===== src/hw/rtl/ansi_text_terminal_assert.svh =====
// Assertion macros shared by the terminal RTL.
`ifndef ANSI_TEXT_TERMINAL_ASSERT_SVH
`define ANSI_TEXT_TERMINAL_ASSERT_SVH
// A condition that must hold at every clock edge out of reset.
`define ATT_ASSERT_ALWAYS(lbl, cond, msg) \
  lbl: assert property (@(posedge clk) disable iff (!rst_n) (cond)) else $error(msg);
// An implication checked in the same clock edge.
`define ATT_ASSERT_IMPL(lbl, ante, cons, msg) \
  lbl: assert property (@(posedge clk) disable iff (!rst_n) (ante) |-> (cons)) else $error(msg);
`endif


===== src/hw/rtl/att_pkg.sv =====
// Shared types and constants of the text terminal.
`default_nettype none
package att_pkg;
  // Wide enough for the largest screen the parameters allow.
  localparam int CELL_AW = 12;
  localparam int CMDQ_DEPTH = 2;

  localparam logic [7:0] CH_TAB    = 8'd9;
  localparam logic [7:0] CH_LF     = 8'd10;
  localparam logic [7:0] CH_FF     = 8'd12;
  localparam logic [7:0] CH_CR     = 8'd13;
  localparam logic [7:0] CH_ESC    = 8'd27;
  localparam logic [7:0] CH_SPACE  = 8'd32;
  localparam logic [7:0] CH_TILDE  = 8'd126;
  localparam logic [7:0] CH_DEL    = 8'd127;
  localparam logic [7:0] CH_SEMI   = 8'h3B;
  localparam logic [7:0] CH_LBRACK = 8'h5B;
  localparam logic [7:0] CH_ZERO   = 8'h30;
  localparam logic [7:0] CH_NINE   = 8'h39;
  localparam logic [7:0] CSI_CUU   = 8'h41;
  localparam logic [7:0] CSI_CUD   = 8'h42;
  localparam logic [7:0] CSI_CUF   = 8'h43;
  localparam logic [7:0] CSI_CUB   = 8'h44;
  localparam logic [7:0] CSI_CNL   = 8'h45;
  localparam logic [7:0] CSI_CPL   = 8'h46;
  localparam logic [7:0] CSI_CHA   = 8'h47;
  localparam logic [7:0] CSI_CUP   = 8'h48;
  localparam logic [7:0] CSI_ED    = 8'h4A;
  localparam logic [7:0] CSI_EL    = 8'h4B;
  localparam logic [15:0] RESET_CELL = 16'h0720;
  localparam logic [7:0] BLANK_CHAR = 8'h20;
  localparam logic [15:0] PARAM_LIMIT = 16'hFFFF;
  localparam logic [7:0] ATTR_RESET = 8'h07;

  typedef enum logic [3:0] {
    PM_NORMAL = 4'b0001,
    PM_ESCAPE = 4'b0010,
    PM_SQUARE = 4'b0100,
    PM_PARAMS = 4'b1000
  } att_mode_t;

  typedef enum logic [5:0] {
    BK_CLEAR = 6'b000001,
    BK_IDLE  = 6'b000010,
    BK_COPY  = 6'b000100,
    BK_FILL  = 6'b001000,
    BK_READ  = 6'b010000,
    BK_DONE  = 6'b100000
  } att_bstate_t;

  typedef struct packed {
    logic               do_write;
    logic               do_scroll;
    logic               do_fill;
    logic               do_read;
    logic               rd_ok;
    logic [CELL_AW-1:0] addr;
    logic [CELL_AW-1:0] first;
    logic [CELL_AW-1:0] last;
    logic [15:0]        wdata;
    logic [6:0]         col;
    logic [4:0]         row;
    logic [10:0]        idx;
  } att_cmd_t;
endpackage
`default_nettype wire


===== src/hw/rtl/att_cmdq.sv =====
// Short command queue between the parser and the screen engine.
`default_nettype none
module att_cmdq import att_pkg::*; (
  input  wire logic clk,
  input  wire logic rst_n,
  input  wire logic push,
  input  att_cmd_t  push_cmd,
  output logic      full,
  input  wire logic pop,
  output att_cmd_t  head,
  output logic      empty
);
  localparam int PW = $clog2(CMDQ_DEPTH);

  att_cmd_t        slots [CMDQ_DEPTH];
  logic [PW-1:0]   wp_r, rp_r;
  logic [PW:0]     cnt_r;

  assign empty = (cnt_r == '0);
  assign full  = (cnt_r == (PW+1)'(CMDQ_DEPTH));
  assign head  = slots[rp_r];

  always_ff @(posedge clk) begin
    if (push && !full) begin
      slots[wp_r] <= push_cmd;
    end
  end

  always_ff @(posedge clk) begin
    if (!rst_n) begin
      wp_r  <= '0;
      rp_r  <= '0;
      cnt_r <= '0;
    end else begin
      if (push && !full) begin
        wp_r <= (wp_r == PW'(CMDQ_DEPTH - 1)) ? '0 : wp_r + PW'(1);
      end
      if (pop && !empty) begin
        rp_r <= (rp_r == PW'(CMDQ_DEPTH - 1)) ? '0 : rp_r + PW'(1);
      end
      cnt_r <= cnt_r + (PW+1)'(push && !full) - (PW+1)'(pop && !empty);
    end
  end

`include "ansi_text_terminal_assert.svh"
  `ATT_ASSERT_ALWAYS(a_cmdq_count, (cnt_r <= (PW+1)'(CMDQ_DEPTH)), "command queue overflow")
endmodule
`default_nettype wire


===== config.mk =====
export PLATFORM = sky130hd
export DESIGN_NAME = att_cmdq
export DESIGN_NICKNAME = d
export VERILOG_FILES = /design/src/hw/rtl/att_pkg.sv /design/src/hw/rtl/att_cmdq.sv
export VERILOG_INCLUDE_DIRS = /design/src /design/src/hw/rtl
export SDC_FILE = /design/constraint.sdc
export NUM_CORES = 1
export LEC_CHECK = 0
export BUFFER_PORTS_ARGS = -buffer_cell sky130_fd_sc_hd__buf_2
export CAP_MARGIN = 20
export CORE_UTILIZATION = 50
export DETAILED_ROUTE_END_ITERATION = 16
export GPL_TIMING_DRIVEN = 0
export HOLD_SLACK_MARGIN = 0.02
export PLACE_DENSITY = 0.79
export SLEW_MARGIN = 20
export SYNTH_ARGS = -nofsm -noshare
export SYNTH_HDL_FRONTEND = slang
export SYNTH_SLANG_ARGS = --single-unit

===== constraint.sdc =====
create_clock -name clk -period 6.1 [get_ports clk]
set_input_delay 0.61 -clock clk [delete_from_list [all_inputs] [get_ports clk]]
set_output_delay 0.61 -clock clk [all_outputs]
set_load 0.03 [all_outputs]

==> flow_metrics.env, run 1 <==
export IMPL_clkSinkCount=165
export IMPL_grt_usage_pct=15.98
export IMPL_slowest_stage="dfxtp_1"
export IMPL_synth_area_leaders="edfxtp_1, mux2_4, buf_12"
export IMPL_p_per_area_mw_per_mm2=447.6
export IMPL_max_stage_delay_ps=320
export IMPL_cp_start_kind="register"
export IMPL_ys_ff_latch=165
export IMPL_port_buffers=165
export IMPL_ctsLongestPathBuffers=2
export IMPL_fmax_ghz=0.4488
export IMPL_grt_max_degree=44
export IMPL_crit_type="register to output port"
export IMPL_synth_commonest_cells="edfxtp_1, mux2_4, buf_12"
export IMPL_ir_drop_mv=0.2649
export IMPL_p_leak_nw=3.207
export IMPL_wirelength_microns=10060
export IMPL_hold_buffers=0
export IMPL_fin_tns_setup_ps=0
export IMPL_mappedNetlistArea_sq_mm=0.006412
export IMPL_critPathMaxFanout=10
export IMPL_drc_errors=0
export IMPL_cts_tree="built"
export IMPL_switching_power_w=0.001104
export IMPL_min_path_type="input port to register"
export IMPL_nets=548
export IMPL_die_h_microns=115.2
export IMPL_final_hold_viol_count=0
export IMPL_arrival_ps=1620
export IMPL_grt_antenna_before_repair=0
export IMPL_vias_per_cell=4.722
export IMPL_drive_gt1_share_pct=60.21
export IMPL_synth_cells=274
export IMPL_antenna_left=0
export IMPL_setup_viol=0
export IMPL_p_seq_share_pct=40.3
export IMPL_cap_viol_max_count=0
export IMPL_p_int_w=0.002527
export IMPL_min_period_ps=2228
export IMPL_rsz0062_at_grt="no"
export IMPL_critPathRequiredTime_ps=5490
export IMPL_dp_slack_ps=3953
export IMPL_reg2reg_from="cnt_r[0]$_SDFF_PN0_"
export IMPL_synth_edf_count=160
export IMPL_cts_root_buf="clkbuf_16"
export IMPL_relSlewSlack_pct=61.30
export IMPL_start_util_pct=51.02
export IMPL_setup_slack_ps=3872
export IMPL_pin_count=166
export IMPL_drt_iter0_markers=109
export IMPL_dp_cells=615
export IMPL_yosysTopAreaCell="edfxtp_1"
export IMPL_crit_chain="buf_6, buf_12, mux2_4, buf_2"
export IMPL_finalNonFillerCells=647
export IMPL_synth_nets=360
export IMPL_ys_flop_type="edfxtp_1"
export IMPL_gp_congestion=0.6474
export IMPL_synth_most_common_cell="edfxtp_1"
export IMPL_yosysUniqueCellTypes=16
export IMPL_pwr_share_comb_pct=32.4
export IMPL_clk_latency_ps=410
export IMPL_skew_ps=4.288
export IMPL_ys_async_sr_fraction_pct=0
export IMPL_grt_pass1_vias=3104
export IMPL_die_x_microns=115.2
export IMPL_vias=3055
export IMPL_grt_overflow=0
export IMPL_area_growth_syn_to_layout_pct=26.50
export IMPL_htreeDepth=4
export IMPL_cts_resized=0
export IMPL_yosysSeqAreaShare_pct=76.49
export IMPL_ys_warn_count=0
export IMPL_fp_dieArea_sq_mm=0.01328
export IMPL_outcome="finished, final reports clean"
export IMPL_cts_buffers=17
export IMPL_drt_first_pass_iters=4
export IMPL_grt_first_pass_wirelength_microns=15160
export IMPL_syn_avg_cell_area_sq_um=23.40
export IMPL_fillers=878
export IMPL_cts_setup_buffers=0
export IMPL_synth_top_area_share_pct=74.93
export IMPL_path_clk_slew_ps=60
export IMPL_maxSlewViolCount=0
export IMPL_switching_share_pct=30.40
export IMPL_tightest_slew_ps=579.1
export IMPL_worstHoldStart="push_cmd[45]"
export IMPL_diodes=0
export IMPL_rows=41
export IMPL_end_kind="output port"
export IMPL_wl_per_cell_microns=15.55
export IMPL_pwr_share_clk_pct=27.3
export IMPL_post_route_period_util_pct=36.53
export IMPL_coreArea_sq_mm=0.01257
export IMPL_place_hpwl_microns=6813
## critical path, delay by kind of cell, from the launching register on
kind	cells	cell delay, ps
buf+inv	3	590
mux	1	300
flops	1	320
## flip-flops by register name, indices dropped and copies added, names as in the netlist, named ones only
register / count
slots: 160
cnt_r: 2
rp_r: 1
wp_r: 1
## routing by layer
layer,vias up,routed length (microns),global-route usage (%)
met4,0,224,8.139
met5,-,0,0
met2,110,5208,26.55
met1,1469,3999,18.12
met3,18,629,6.009
li1,1458,-,-
## final timing paths
check,endpoint,slack (ps),depth (start not counted)
worst max-delay path,head[23],3870,4
worst min-delay path,slots[0][45]$_DFFE_PP_,380,1
worst max register to register,slots[0][40]$_DFFE_PP_,4150,5
worst min register to register,wp_r$_SDFFE_PN0P_,520,2
## cells in the final DEF, fill, tap and decap left out
cell type,n
buf_6,1
ha_1,2
clkinvlp_4,3
nor2_4,1
buf_2,165
buf_12,10
and2_1,2
nand2b_1,2
bufinv_16,2
xnor2_1,3
nor2_1,1
clkinv_2,4
clkbuf_1,4
mux2_4,80
clkbuf_16,17
o21a_1,1
edfxtp_1,160
buf_16,2
nor2b_1,2
clkinv_1,2
mux2i_1,1
and3_4,1
inv_1,2
dfxtp_1,5
nand2_1,2
## cell type report
cell class | instances | area, sq um | area share [%]
well taps | 172 | 215.2 | 2.653
clock buffers | 21 | 440.4 | 5.430
flip-flops and latches | 165 | 4905 | 60.47
plain buffers | 9 | 171.4 | 2.113
clock inverters | 11 | 110.1 | 1.357
repair buffers | 169 | 920.9 | 11.35
inverters | 2 | 7.507 | 0.09255
multi-input cells | 98 | 1341 | 16.54
## power by group through the flow
stage / Clock, W / Sequential [W] / Combinational (W)
floorplan: 0 / 0.00149 / 0.000905
detailed placement: 0 / 0.00149 / 0.00119
finish: 0.000990 / 0.00146 / 0.00118
CTS: 0.00101 / 0.00146 / 0.00120
global route: 0.00106 / 0.00147 / 0.00125
global placement: 0 / 0.00151 / 0.00115
## cells by family after synthesis
family / count (synthesis) / share of synthesized area [%]
AO/OA/AOI/OAI: 1 / 0.1171
XOR/XNOR: 3 / 0.4098
adder cells (fa/ha/maj): 2 / 0.3902
buffers and inverters: 11 / 2.790
flip-flops: 165 / 76.49
multiplexers: 81 / 18.89
AND/OR/NAND/NOR: 11 / 0.9171
## per-stage QoR
step                      area (sq um)  hold WS [ps]  power (W)  utilization [%]
after floorplan                   6412         454.9   0.002398                -
after global placement            7453         464.7   0.002655            59.30
after detailed placement          7561         515.6   0.002681            60.16
after CTS                         8112         360.5   0.003674            64.54
after global routing              8112         360.5   0.003785            64.54
final                             8112         377.0   0.003630            64.54
Power figures use the tool's default switching activity.
==> run 2, diff against run 1 <==
CORE_UTILIZATION = 47   (was 50)
PLACE_DENSITY = 0.78   (was 0.79)
clock period = 1.8 ns   (was 6.1 ns; I/O delays follow)
==> run 2 against run 1 <==
Net effect:
- flip-flop and latch count did not move
- global-route usage rose by 2.5 points
- design area rose by 18%
- die area rose by 6.3%
- worst hold slack got worse by 330 ps
- first-iteration DRC count rose by 84%
- combinational power rose to 4.3 times the previous value
- critical path type unchanged
- highest routed layer unchanged
==> flow_metrics.env, run 2 (synthesis results as in run 1) <==
export IMPL_place_hpwl_microns=7123
export IMPL_die_h_microns=118.8
export IMPL_rows=42
export IMPL_min_path_cells=2
export IMPL_top_register="slots"
export IMPL_vias_per_cell=4.743
export IMPL_switching_share_pct=29.51
export IMPL_min_period_ps=1758
export IMPL_p_seq_share_pct=36.7
export IMPL_min_path_type="input port to register"
export IMPL_end_kind="output port"
export IMPL_drive_gt1_share_pct=53.02
export IMPL_path_clk_slew_ps=60
export IMPL_drc_errors=0
export IMPL_skew_ps=11.36
export IMPL_clk_latency_ps=420
export IMPL_pwr_share_clk_pct=25.7
export IMPL_layout_common_cells="edfxtp_1, buf_2, mux2_4, dlygate4sd3_1, buf_6"
export IMPL_cts_root_buf="clkbuf_16"
export IMPL_grt_overflow=0
export IMPL_reg2reg_depth=5
export IMPL_antenna_left=0
export IMPL_drt_iter0_markers=201
export IMPL_final_common_cell="edfxtp_1"
export IMPL_fin_tns_setup_ps=0
export IMPL_cp_start_kind="register"
export IMPL_drt_first_pass_iters=6
export IMPL_switching_power_w=0.004032
export IMPL_ctsLongestPathBuffers=2
export IMPL_cts_tree="built"
export IMPL_post_route_period_util_pct=97.68
export IMPL_wl_per_cell_microns=17.38
export IMPL_relSlewSlack_pct=56.91
export IMPL_cts_buffers=17
export IMPL_pin_count=166
export IMPL_vias=3500
export IMPL_final_hold_viol_count=0
export IMPL_critPathMaxFanout=5
export IMPL_nets=636
export IMPL_p_leak_nw=3.782
export IMPL_arrival_ps=1580
export IMPL_pwr_share_comb_pct=37.6
export IMPL_crit_type="register to output port"
export IMPL_grt_usage_pct=18.49
export IMPL_p_int_w=0.009631
export IMPL_finalNonFillerCells=738
export IMPL_htreeDepth=4
export IMPL_grt_first_pass_wirelength_microns=19110
export IMPL_wirelength_microns=12830
export IMPL_reg_top3="slots: 160 flops, cnt_r: 2 flops"
export IMPL_start_util_pct=48.23
export IMPL_diodes=0
export IMPL_area_growth_syn_to_layout_pct=49.27
export IMPL_p_per_area_mw_per_mm2=1427
export IMPL_dp_cells=619
export IMPL_gp_congestion=0.6962
export IMPL_fmax_ghz=0.5687
export IMPL_fp_dieArea_sq_mm=0.01411
export IMPL_rsz0062_at_grt="yes"
export IMPL_die_x_microns=118.8
export IMPL_coreArea_sq_mm=0.01330
export IMPL_ir_drop_mv=0.9029
export IMPL_clkSinkCount=165
export IMPL_critPathRequiredTime_ps=1620
export IMPL_largest_reg_flops=160
export IMPL_maxSlewViolCount=0
export IMPL_outcome="finished, final reports clean"
export IMPL_grt_max_degree=44
export IMPL_port_buffers=165
export IMPL_grt_antenna_before_repair=0
export IMPL_cap_viol_max_count=0
export IMPL_tightest_slew_ps=645.7
export IMPL_grt_pass1_vias=3804
export IMPL_setup_viol=0
## run 2: metrics by stage
step	hold slack (ps)	total power (W)	util (%)	area [sq um]	setup WS [ps]
floorplan	278.9	0.008116	-	6437	-333.5
global placement	367.5	0.008975	56.29	7483	-975.3
detailed placement	371.6	0.009143	57.14	7597	-129.9
CTS	31.88	0.01366	71.64	9524	-1.055
global route	42.74	0.01412	71.99	9572	-15.63
finish	43.23	0.01366	71.99	9572	41.69
## run 2: cell type report
| type | instances | area (sq um) |
|---|---|---|
| Fill cell | 810 | 3724 |
| Buffer | 8 | 160.2 |
| Inverter | 2 | 7.507 |
| Timing Repair Buffer | 256 | 2332 |
| Clock buffer | 20 | 436.7 |
| Multi-Input combinational cell | 100 | 1370 |
| Sequential cell | 165 | 4910 |
| Clock inverter | 11 | 135.1 |
| Tap cell | 176 | 220.2 |
## run 2: power by group through the flow
| stage | clock (W) | combinational (W) | sequential [W] |
|---|---|---|---|
| 2_1_floorplan | 0 | 0.00309 | 0.00503 |
| 3_3_place_gp | 0 | 0.00392 | 0.00505 |
| 3_5_place_dp | 0 | 0.00409 | 0.00505 |
| 4_1_cts | 0.00357 | 0.00511 | 0.00498 |
| 5_1_grt | 0.00370 | 0.00537 | 0.00505 |
| 6_report | 0.00352 | 0.00513 | 0.00501 |
## run 2: metal layers
metal  vias up  routed length [microns]  GRT usage (%)
met5         -                        0              0
met4         0                      229          7.674
met3        20                      633          5.695
met2       121                     7062          33.70
met1      1723                     4903          19.69
li1       1636                        -              -
## run 2: what timing repair did
item / CTS / global route
cloned: 2 / 3
endpoints found under the setup margin: 121 / 93
hold buffers: 80 / 0
hold endpoints to repair: 160 / 0
gates resized for setup: 143 / 3
setup buffers: 4 / 0
pin swaps: 1 / 1
## run 2: worst max-delay path, stage by stage (launching register included)
cell and delay (ps):
dfxtp_4 420, bufbuf_16 290, mux2_4 310, buf_6 140
## run 2: worst paths after layout
kind / slack (ps) / to / startpoint
hold / removal: 40 / cnt_r[0]$_SDFF_PN0_ / rst_n
setup / recovery: 40 / head[63] / register
hold reg to reg: 540 / register / rp_r$_SDFFE_PN0P_
setup reg to reg: 70 / slots[0][17]$_DFFE_PP_ / cnt_r[0]$_SDFF_PN0_
