File: src/hw/rtl/ansi_text_terminal_assert.svh
// Assertion macros shared by the terminal RTL.
`ifndef ANSI_TEXT_TERMINAL_ASSERT_SVH
`define ANSI_TEXT_TERMINAL_ASSERT_SVH
// A condition that must hold at every clock edge out of reset.
`define ATT_ASSERT_ALWAYS(lbl, cond, msg) \
  lbl: assert property (@(posedge clk) disable iff (!rst_n) (cond)) else $error(msg);
// An implication checked in the same clock edge.
`define ATT_ASSERT_IMPL(lbl, ante, cons, msg) \
  lbl: assert property (@(posedge clk) disable iff (!rst_n) (ante) |-> (cons)) else $error(msg);
`endif

File: src/hw/rtl/att_pkg.sv
// Shared types and constants of the text terminal.
`default_nettype none
package att_pkg;
  // Wide enough for the largest screen the parameters allow.
  localparam int CELL_AW = 12;
  localparam int CMDQ_DEPTH = 2;

  localparam logic [7:0] CH_TAB    = 8'd9;
  localparam logic [7:0] CH_LF     = 8'd10;
  localparam logic [7:0] CH_FF     = 8'd12;
  localparam logic [7:0] CH_CR     = 8'd13;
  localparam logic [7:0] CH_ESC    = 8'd27;
  localparam logic [7:0] CH_SPACE  = 8'd32;
  localparam logic [7:0] CH_TILDE  = 8'd126;
  localparam logic [7:0] CH_DEL    = 8'd127;
  localparam logic [7:0] CH_SEMI   = 8'h3B;
  localparam logic [7:0] CH_LBRACK = 8'h5B;
  localparam logic [7:0] CH_ZERO   = 8'h30;
  localparam logic [7:0] CH_NINE   = 8'h39;
  localparam logic [7:0] CSI_CUU   = 8'h41;
  localparam logic [7:0] CSI_CUD   = 8'h42;
  localparam logic [7:0] CSI_CUF   = 8'h43;
  localparam logic [7:0] CSI_CUB   = 8'h44;
  localparam logic [7:0] CSI_CNL   = 8'h45;
  localparam logic [7:0] CSI_CPL   = 8'h46;
  localparam logic [7:0] CSI_CHA   = 8'h47;
  localparam logic [7:0] CSI_CUP   = 8'h48;
  localparam logic [7:0] CSI_ED    = 8'h4A;
  localparam logic [7:0] CSI_EL    = 8'h4B;
  localparam logic [15:0] RESET_CELL = 16'h0720;
  localparam logic [7:0] BLANK_CHAR = 8'h20;
  localparam logic [15:0] PARAM_LIMIT = 16'hFFFF;
  localparam logic [7:0] ATTR_RESET = 8'h07;

  typedef enum logic [3:0] {
    PM_NORMAL = 4'b0001,
    PM_ESCAPE = 4'b0010,
    PM_SQUARE = 4'b0100,
    PM_PARAMS = 4'b1000
  } att_mode_t;

  typedef enum logic [5:0] {
    BK_CLEAR = 6'b000001,
    BK_IDLE  = 6'b000010,
    BK_COPY  = 6'b000100,
    BK_FILL  = 6'b001000,
    BK_READ  = 6'b010000,
    BK_DONE  = 6'b100000
  } att_bstate_t;

  typedef struct packed {
    logic               do_write;
    logic               do_scroll;
    logic               do_fill;
    logic               do_read;
    logic               rd_ok;
    logic [CELL_AW-1:0] addr;
    logic [CELL_AW-1:0] first;
    logic [CELL_AW-1:0] last;
    logic [15:0]        wdata;
    logic [6:0]         col;
    logic [4:0]         row;
    logic [10:0]        idx;
  } att_cmd_t;
endpackage
`default_nettype wire

File: src/hw/rtl/att_front.sv
// Byte parser and cursor tracker that turns items into screen commands.
`default_nettype none
module att_front import att_pkg::*; #(
  parameter int SCREEN_COLUMNS = 80,
  parameter int SCREEN_ROWS = 25,
  parameter int MAX_PARAMS = 16
) (
  input  wire logic         clk,
  input  wire logic         rst_n,
  input  wire logic [7:0]   attr,
  input  wire logic         in_push,
  output logic              in_full,
  input  wire logic         in_action,
  input  wire logic [7:0]   in_char_byte,
  input  wire logic [10:0]  in_cell_address,
  input  wire logic         back_ready,
  input  wire logic         q_full,
  output logic              q_push,
  output att_cmd_t          cmd
);
  localparam int SW = $clog2(MAX_PARAMS);
  localparam logic [SW-1:0] SLOT_LAST = SW'(MAX_PARAMS - 1);
  localparam logic [7:0] COLS8 = 8'(SCREEN_COLUMNS);
  localparam logic [5:0] ROWS6 = 6'(SCREEN_ROWS);
  localparam logic [CELL_AW-1:0] NCELL = CELL_AW'(SCREEN_COLUMNS * SCREEN_ROWS);
  localparam logic [CELL_AW-1:0] COLS_A = CELL_AW'(SCREEN_COLUMNS);
  localparam logic signed [18:0] COLS_S = 19'(SCREEN_COLUMNS);
  localparam logic signed [18:0] ROWS_S = 19'(SCREEN_ROWS);

  att_mode_t      mode_r, mode_nxt;
  logic [6:0]     col_r, col_nxt;
  logic [4:0]     row_r, row_nxt;
  logic [SW-1:0]  slot_r, slot_nxt;
  logic [15:0]    pv_r [MAX_PARAMS];
  logic [15:0]    pv_nxt [MAX_PARAMS];
  logic           accept;

  assign in_full = q_full || !back_ready;
  assign accept  = in_push && !in_full;
  assign q_push  = accept;

  always_comb begin
    logic [7:0]          c;
    logic [7:0]          col_t;
    logic [5:0]          row_t;
    logic [CELL_AW-1:0]  here;
    logic [CELL_AW-1:0]  line;
    logic                sq;
    logic [SW-1:0]       slot_e;
    logic [15:0]         p;
    logic [15:0]         q;
    logic [16:0]         d;
    logic [16:0]         e;
    logic [19:0]         acc;
    logic signed [18:0]  xs;
    logic signed [18:0]  ys;
    logic signed [18:0]  ds;
    logic signed [18:0]  tx;
    logic signed [18:0]  ty;
    logic                mv;
    c        = in_char_byte;
    mode_nxt = mode_r;
    col_nxt  = col_r;
    row_nxt  = row_r;
    slot_nxt = slot_r;
    sq       = (mode_r == PM_SQUARE);
    slot_e   = sq ? '0 : slot_r;
    for (int i = 0; i < MAX_PARAMS; i++) begin
      pv_nxt[i] = sq ? 16'd0 : pv_r[i];
    end
    p     = pv_nxt[0];
    q     = pv_nxt[1];
    d     = (p == 16'd0) ? 17'd1 : {1'b0, p};
    e     = (q == 16'd0) ? 17'd1 : {1'b0, q};
    acc   = 20'(pv_nxt[slot_e]) * 20'd10 + 20'(c - CH_ZERO);
    here  = CELL_AW'(row_r * SCREEN_COLUMNS) + CELL_AW'(col_r);
    line  = CELL_AW'(row_r * SCREEN_COLUMNS);
    xs    = 19'(col_r);
    ys    = 19'(row_r);
    ds    = 19'(d);
    tx    = xs;
    ty    = ys;
    mv    = 1'b0;
    col_t = {1'b0, col_r};
    row_t = {1'b0, row_r};
    cmd   = '0;
    if (in_action) begin
      cmd.do_read = 1'b1;
      cmd.addr    = CELL_AW'(in_cell_address);
      cmd.rd_ok   = CELL_AW'(in_cell_address) < NCELL;
    end else begin
      unique case (mode_r)
        PM_NORMAL: begin
          if (c >= CH_SPACE && c <= CH_TILDE) begin
            cmd.do_write = 1'b1;
            cmd.addr     = here;
            cmd.wdata    = {attr, c};
            col_t        = col_t + 8'd1;
          end else if (c == CH_TAB) begin
            col_t = (col_t | 8'd7) + 8'd1;
          end else if (c >= CH_LF && c <= CH_FF) begin
            row_t = row_t + 6'd1;
          end else if (c == CH_ESC) begin
            mode_nxt = PM_ESCAPE;
          end else if (c == CH_CR) begin
            col_t = 8'd0;
          end else if (c == CH_DEL && col_r != 7'd0) begin
            col_t        = col_t - 8'd1;
            cmd.do_write = 1'b1;
            cmd.addr     = here - CELL_AW'(1);
            cmd.wdata    = {attr, BLANK_CHAR};
          end
          if (col_t >= COLS8) begin
            col_t = col_t - COLS8;
            row_t = row_t + 6'd1;
          end
          if (row_t >= ROWS6) begin
            row_t         = ROWS6 - 6'd1;
            cmd.do_scroll = 1'b1;
          end
          col_nxt = col_t[6:0];
          row_nxt = row_t[4:0];
        end
        PM_ESCAPE: begin
          mode_nxt = (c == CH_LBRACK) ? PM_SQUARE : PM_NORMAL;
        end
        PM_SQUARE, PM_PARAMS: begin
          mode_nxt = PM_PARAMS;
          slot_nxt = slot_e;
          if (c == CH_SEMI && slot_e != SLOT_LAST) begin
            slot_nxt = slot_e + SW'(1);
          end else if (c >= CH_ZERO && c <= CH_NINE) begin
            pv_nxt[slot_e] = (acc > 20'(PARAM_LIMIT)) ? PARAM_LIMIT : acc[15:0];
          end else begin
            mode_nxt = PM_NORMAL;
            if (c == CSI_CUU) begin
              ty = ys - ds; mv = 1'b1;
            end else if (c == CSI_CUD) begin
              ty = ys + ds; mv = 1'b1;
            end else if (c == CSI_CUF) begin
              tx = xs + ds; mv = 1'b1;
            end else if (c == CSI_CUB) begin
              tx = xs - ds; mv = 1'b1;
            end else if (c == CSI_CNL) begin
              tx = '0; ty = ys + ds; mv = 1'b1;
            end else if (c == CSI_CPL) begin
              tx = '0; ty = ys - ds; mv = 1'b1;
            end else if (c == CSI_CHA) begin
              tx = ds - 19'sd1; mv = 1'b1;
            end else if (c == CSI_CUP) begin
              tx = 19'(e) - 19'sd1; ty = ds - 19'sd1; mv = 1'b1;
            end else if (c == CSI_ED) begin
              cmd.do_fill = (p <= 16'd2);
              cmd.first   = (p == 16'd0) ? here : '0;
              cmd.last    = (p == 16'd1) ? here : NCELL - CELL_AW'(1);
            end else if (c == CSI_EL) begin
              cmd.do_fill = (p <= 16'd2);
              cmd.first   = (p == 16'd0) ? here : line;
              cmd.last    = (p == 16'd1) ? here : line + COLS_A - CELL_AW'(1);
            end
            if (mv && tx >= 0 && tx < COLS_S && ty >= 0 && ty < ROWS_S) begin
              col_nxt = tx[6:0];
              row_nxt = ty[4:0];
            end
          end
        end
        default: begin
          mode_nxt = PM_NORMAL;
        end
      endcase
    end
    cmd.col = col_nxt;
    cmd.row = row_nxt;
    cmd.idx = 11'(row_nxt * SCREEN_COLUMNS + 32'(col_nxt));
  end

  always_ff @(posedge clk) begin
    if (!rst_n) begin
      mode_r <= PM_NORMAL;
      col_r  <= '0;
      row_r  <= '0;
      slot_r <= '0;
      for (int i = 0; i < MAX_PARAMS; i++) begin
        pv_r[i] <= '0;
      end
    end else if (accept) begin
      mode_r <= mode_nxt;
      col_r  <= col_nxt;
      row_r  <= row_nxt;
      slot_r <= slot_nxt;
      for (int i = 0; i < MAX_PARAMS; i++) begin
        pv_r[i] <= pv_nxt[i];
      end
    end
  end

`include "ansi_text_terminal_assert.svh"
  `ATT_ASSERT_ALWAYS(a_cursor_on_screen, (col_r < COLS8[6:0] && 32'(row_r) < SCREEN_ROWS), "cursor off screen")
endmodule
`default_nettype wire

File: config.mk
export PLATFORM = sky130hd
export DESIGN_NAME = att_front
export DESIGN_NICKNAME = d
export VERILOG_FILES = /design/src/hw/rtl/att_pkg.sv /design/src/hw/rtl/att_front.sv
export VERILOG_INCLUDE_DIRS = /design/src /design/src/hw/rtl
export SDC_FILE = /design/constraint.sdc
export NUM_CORES = 1
export LEC_CHECK = 0
export BUFFER_PORTS_ARGS = -buffer_cell sky130_fd_sc_hd__buf_2
export CORE_MARGIN = 5
export CORE_UTILIZATION = 46
export CTS_CLUSTER_DIAMETER = 150
export DETAILED_ROUTE_END_ITERATION = 12
export SYNTH_ARGS = -nofsm -noshare
export SYNTH_HDL_FRONTEND = slang
export SYNTH_SLANG_ARGS = --single-unit
File: constraint.sdc
create_clock -name clk -period 19 [get_ports clk]
set_clock_uncertainty 0.1 [all_clocks]
set_input_delay 1.9 -clock clk [delete_from_list [all_inputs] [get_ports clk]]
set_output_delay 1.9 -clock clk [all_outputs]
set_load 0.005 [all_outputs]
==> results.py, run 1 <==
metrics = {
    "status": {
        "status": "complete, no violations",
    },
    "place": {
        "place_inst": 3252,
        "portBuffers": 113,
        "gp_congestion": 1.00,
        "hpwl_um": 64700,
        "pre_cts_slack_ps": 9090,
        "placed_cell_area_um2": 24300,
    },
    "routing": {
        "drt_iter0_markers": 2535,
        "first_pass_iters": 6,
        "vias": 22100,
        "wl_per_cell_um": 27.0,
        "drc": 0,
        "routed_wl_um": 89300,
        "vias_per_cell": 6.69,
        "ant_nets": 0,
    },
    "cts": {
        "cts.clk_slew.worst_paths_ps": 70,
        "cts_buffer_depth": 3,
        "postCtsSetupRepairBufs": 0,
        "cts.sinks": 276,
        "ctsResizeCount": 0,
        "h-tree-depth": 1,
        "root_buffer": "clkbuf_16",
        "cts_made_buffers": 31,
        "insertion_delay_ps": 590,
        "cts_tree": "done",
        "cts_hold_buf": 0,
    },
    "floorplan": {
        "rows": 82,
        "design.die.area_um2": 55000,
        "core_um2": 50000,
        "start_util": 0.464,
        "ios": 115,
        "die_w_um": 234,
        "die_h_um": 234,
    },
    "min_path": {
        "holdCritStartpoint": "pv_r[0][98]",
        "whs_path_depth": 2,
        "hold_path.class": "flop to flop",
    },
    "timing": {
        "setup_viol": 0,
        "tns_ps": 0,
        "rsz0062_at_grt": "false",
        "hold_viol_final": 0,
        "report.final.slew_viol_count": 0,
        "maxSlewHeadroom": 0.132,
        "final.min_clock_period_ps": 10690,
        "tightestPinTransition_ps": 1290,
        "worst_slack_ps": 8310,
        "fmax_mhz": 93.5,
        "post-route-period-util": 0.563,
    },
    "grt": {
        "overflow": 0,
        "antenna_found_initial": 3,
        "grt_usage": 0.314,
        "grt_max_degree": 86,
        "grt_pass1_wl_um": 133000,
        "grt_pass1_vias": 20900,
    },
    "critical_path": {
        "r2r.worst_path.cells": 26,
        "crit_start": "pv_r[0][8]",
        "required_ps": 17000,
        "reg2reg_from": "slot_r[1]",
        "path_max_fanout": 23,
        "path_class": "flop to output port",
        "start_kind": "flop",
        "worst-endpoint-arrival_ps": 8690,
        "cp-end-kind": "output port",
    },
    "pwr": {
        "leakage_nw": 9.39,
        "vdd_drop_max_uv": 73.0,
        "p_comb_frac": 0.191,
        "p_sw_uw": 498,
        "swShare": 0.302,
        "power_mw": 1.65,
        "clkPwrFrac": 0.364,
        "powerDensity_nw_per_um2": 65.3,
        "power.internal_mw": 1.15,
        "p_seq_frac": 0.444,
    },
    "yosys": {
        "synth_edf_count": 256,
        "synth_top_area_share": 0.332,
        "ys_ff_latch": 276,
        "yosysTopAreaCell": "edfxtp_1",
        "synth_area_leaders": "edfxtp_1, mux4_2, o21ai_0",
        "ys_seq_area_frac": 0.349,
        "synthCells": 2615,
        "dominantRegCellSynth": "edfxtp_1",
        "yosysUniqueCellTypes": 105,
        "synth_most_common_cell": "nand2_1",
        "syn_area_um2": 23200,
        "yosysWarningCount": 0,
        "synth_nets": 2770,
        "async_reset_ff_frac": 0,
        "avgSynthCellArea_um2": 8.87,
        "yosys-top-cells-count": "nand2_1, o21ai_0, edfxtp_1",
    },
    "cells_and_area": {
        "drive_above_1_share": 0.131,
        "fin_cells": 3310,
        "final_net_count": 2768,
        "syn_to_final_growth_pct": 8.90,
        "fillers": 4768,
        "diodes": 0,
        "final_cell_area_um2": 25200,
    },
    "job": {
        "maxCapViolations": 0,
    },
}
[layer usage]
| metal | vias up | GRT usage | wire length [µm] |
|---|---|---|---|
| met5 | - | 0 | 40 |
| met3 | 227 | 0.0376 | 6900 |
| li1 | 9918 | - | - |
| met1 | 10800 | 0.417 | 35500 |
| met2 | 1215 | 0.526 | 42400 |
| met4 | 6 | 0.127 | 4460 |
[metrics by stage]
step,utilization,hold slack (ps)
after floorplan,-,416
after global placement,0.486,431
after detailed placement,0.486,440
after CTS,0.505,454
after global routing,0.505,477
final,0.505,452
[critical path, stage by stage, from the launching register on]
cell and delay, ps:
edfxtp_1 780, nor4_1 760, nand3_1 410, o21ai_0 250
buf_4 200, ha_1 180, inv_1 60, fa_1 470
nor3_1 310, o31ai_1 220, a2111o_1 490, mux2i_1 170
a211o_1 150, a211oi_1 80, or4_4 610, nor4_4 590
nand2_2 240, a21oi_1 390, inv_1 120, ha_1 320
inv_1 60, fa_1 430, xor2_1 180, nor3_1 190
xnor2_1 160, xnor2_1 140, buf_2 130
[cells by family after synthesis]
family / count (synthesis) / share of synthesized area
other: 1 / 0.000162
AOI/OAI and AO/OA: 837 / 0.226
muxes: 88 / 0.0791
buffers and inverters: 270 / 0.0465
xor gates and xnor gates: 88 / 0.0339
DFF: 276 / 0.349
and+or+nand+nor: 933 / 0.197
adders and majority gates: 122 / 0.0691
[sequential cells by signal, indices dropped and copies added, names as in the netlist]
register and cells:
col_r 7, pv_r 256, row_r 5, slot_r 4, mode_r 4
[cell type report]
cell class | count | area [µm²] | share of cell area
timing repair buffer | 161 | 926 | 0.0367
sequential | 276 | 8100 | 0.321
multi-input combinational | 2069 | 14100 | 0.559
clock inverter | 20 | 183 | 0.00724
clock buffer | 38 | 802 | 0.0318
tap | 672 | 841 | 0.0333
inverter | 74 | 278 | 0.0110
[cell usage in the layout, fill, tap and decap left out, drive strengths merged, types with 12 or more instances in the layout]
cell / count
or3: 19
nor2b: 20
a211oi: 38
and3: 28
xnor2: 56
or4: 17
inv: 75
o22ai: 18
a21oi: 151
nand2: 377
nand4: 28
a21o: 26
and2: 33
edfxtp: 256
o21ai: 344
nor4: 26
nor3: 90
a31oi: 33
mux4: 76
clkbuf: 38
nand2b: 18
dfxtp: 20
nor2: 146
ha: 112
xor2: 31
o21a: 22
nor3b: 12
buf: 161
a22o: 13
o211ai: 16
o31ai: 31
clkinv: 15
nand3: 72
[path summary, 6_finish.rpt]
kind	end	slack, ps
max	cmd[10]	8310
max reg2reg	pv_r[1][51]	9270
min reg2reg	pv_r[0][98]	450
min	pv_r[0][98]	450
[power by group through the flow]
stage	clock network (mW)	registers [mW]	logic, mW
global route	0.633	0.736	0.339
floorplan	0	0.736	0.210
detailed placement	0	0.744	0.308
finish	0.601	0.733	0.316
global placement	0	0.742	0.307
CTS	0.606	0.731	0.310
Power figures use the tool's default switching activity.
==> run 2: changes to the inputs <==
- PLACE_DENSITY: default -> 0.65
- clock period: 19 -> 9.8 ns (I/O delays scaled with it)
==> results.py, run 2 (synthesis gave the netlist of run 1 again) <==
metrics = {
    "status": {
        "status": "complete, no violations",
    },
    "grt": {
        "grt_pass1_vias": 21100,
        "antenna_found_initial": 4,
        "grt_pass1_wl_um": 132000,
        "grt_usage": 0.311,
        "grt_max_degree": 86,
        "overflow": 0,
    },
    "place": {
        "placed_cell_area_um2": 24400,
        "hpwl_um": 66100,
        "place_inst": 3274,
        "portBuffers": 113,
        "gp_congestion": 0.975,
    },
    "floorplan": {
        "die_w_um": 234,
        "design.die.area_um2": 55000,
        "die_h_um": 234,
        "core_um2": 50000,
        "ios": 115,
        "rows": 82,
        "start_util": 0.464,
    },
    "pwr": {
        "p_sw_uw": 949,
        "powerDensity_nw_per_um2": 127,
        "leakage_nw": 9.50,
        "power.internal_mw": 2.28,
        "power_mw": 3.23,
        "p_seq_frac": 0.439,
        "vdd_drop_max_uv": 162,
        "clkPwrFrac": 0.370,
        "swShare": 0.294,
        "p_comb_frac": 0.191,
    },
    "critical_path": {
        "worst-endpoint-arrival_ps": 7980,
        "cp-end-kind": "output port",
        "path_max_fanout": 51,
        "start_kind": "flop",
        "required_ps": 8720,
        "path_class": "flop to output port",
    },
    "routing": {
        "routed_wl_um": 89200,
        "drc": 0,
        "drt_iter0_markers": 2552,
        "vias_per_cell": 6.73,
        "vias": 22400,
        "ant_nets": 0,
        "first_pass_iters": 8,
        "wl_per_cell_um": 26.8,
    },
    "timing": {
        "tns_ps": 0,
        "final.min_clock_period_ps": 9060,
        "report.final.slew_viol_count": 0,
        "rsz0062_at_grt": "false",
        "maxSlewHeadroom": 0.189,
        "hold_viol_final": 0,
        "hold-worst-slack_ps": 455,
        "tightestPinTransition_ps": 1210,
        "post-route-period-util": 0.925,
        "fmax_mhz": 110,
        "setup_viol": 0,
    },
    "cells_and_area": {
        "fin_cells": 3329,
        "register_area_um2": 8100,
        "regMostFlops": "pv_r",
        "multi_input_area_um2": 14100,
        "largest_reg_flops": 256,
        "final_cell_mix": "nand2_1, o21ai_0, edfxtp_1, nor2_1, a21oi_1",
        "final_net_count": 2790,
        "final_common_cell": "nand2_1",
        "final_cell_area_um2": 25400,
        "drive_above_1_share": 0.137,
        "syn_to_final_growth_pct": 9.77,
        "reg.largest.list": "pv_r x256, col_r x7, row_r x5",
        "fillers": 4676,
    },
    "cts": {
        "cts_buffer_depth": 3,
        "cts_tree": "done",
        "cts.sinks": 276,
        "insertion_delay_ps": 590,
        "root_buffer": "clkbuf_16",
        "cts.clk_slew.worst_paths_ps": 60,
        "cts_made_buffers": 31,
        "h-tree-depth": 1,
        "cts_hold_buf": 0,
    },
    "job": {
        "maxCapViolations": 0,
    },
    "min_path": {
        "hold_path.class": "flop to flop",
    },
}
[run 2: cell types whose count changed in the layout (fill, tap and decap cells not counted), moves of 2 or more]
cell       change
nor3_4         -2
nor4_2         +2
bufinv_16      +2
diode_2        +2
nor3_2         +2
clkinv_2       -7
buf_4         +21
nor4_1         -2
[run 2: worst max-delay path, cell delays in order, from the launching register on]
cell and delay (ps):
dfxtp_1 380, or4b_4 860, nand2_1 390, inv_1 230
fa_1 450, nor2b_1 210, o31ai_1 140, a21oi_1 470
o211ai_1 140, a222oi_1 360, o22ai_1 120, or4_4 560
nor4_4 630, nand2_2 240, o32ai_1 230, a21o_1 200
ha_1 250, ha_1 210, inv_1 70, fa_1 460
nor3_1 260, xnor2_1 170, xnor2_1 160, buf_2 140
[run 2: metal layers]
| layer | global-route usage | up-vias | wire length (µm) |
|---|---|---|---|
| met5 | 0 | - | 24 |
| met4 | 0.152 | 4 | 5250 |
| met3 | 0.0417 | 259 | 7560 |
| met2 | 0.523 | 1325 | 42200 |
| met1 | 0.397 | 10900 | 34100 |
| li1 | - | 9944 | - |
[run 2: final cells by class]
class,count,area share
clock inverters,16,0.00831
repair buffers,183,0.0434
well taps,672,0.0330
multi-input cells,2069,0.555
inverters,74,0.0109
clock buffers,37,0.0314
diodes,2,0.000197
flip-flops and latches,276,0.318
[run 2: path summary, 6_finish.rpt]
path	start	end	slack (ps)	depth (start not counted)
hold reg to reg	pv_r[0][74]	pv_r[0][74]	460	2
setup / recovery	mode_r[0]	cmd[10]	740	23
hold / removal	pv_r[0][74]	pv_r[0][74]	460	2
setup reg to reg	mode_r[0]	pv_r[1][5]	1050	27
[run 2: metrics by stage]
stage                     utilization  setup WS [ps]
after CTS                       0.509            650
after global placement          0.489           1390
final                           0.509            735
after floorplan                     -           1670
after global routing            0.509            198
after detailed placement        0.489           1220
[run 2: repair_timing]
action	in CTS	in global routing
gates resized for setup	0	2
endpoints found under the setup margin	0	1
setup buffers	0	0
[run 2: power by group through the flow]
stage / registers [mW] / clock network [mW] / logic (mW)
5_1_grt: 1.43 / 1.26 / 0.658
3_3_place_gp: 1.44 / 0 / 0.596
6_report: 1.42 / 1.20 / 0.617
4_1_cts: 1.42 / 1.21 / 0.604
3_5_place_dp: 1.44 / 0 / 0.601
2_1_floorplan: 1.43 / 0 / 0.407
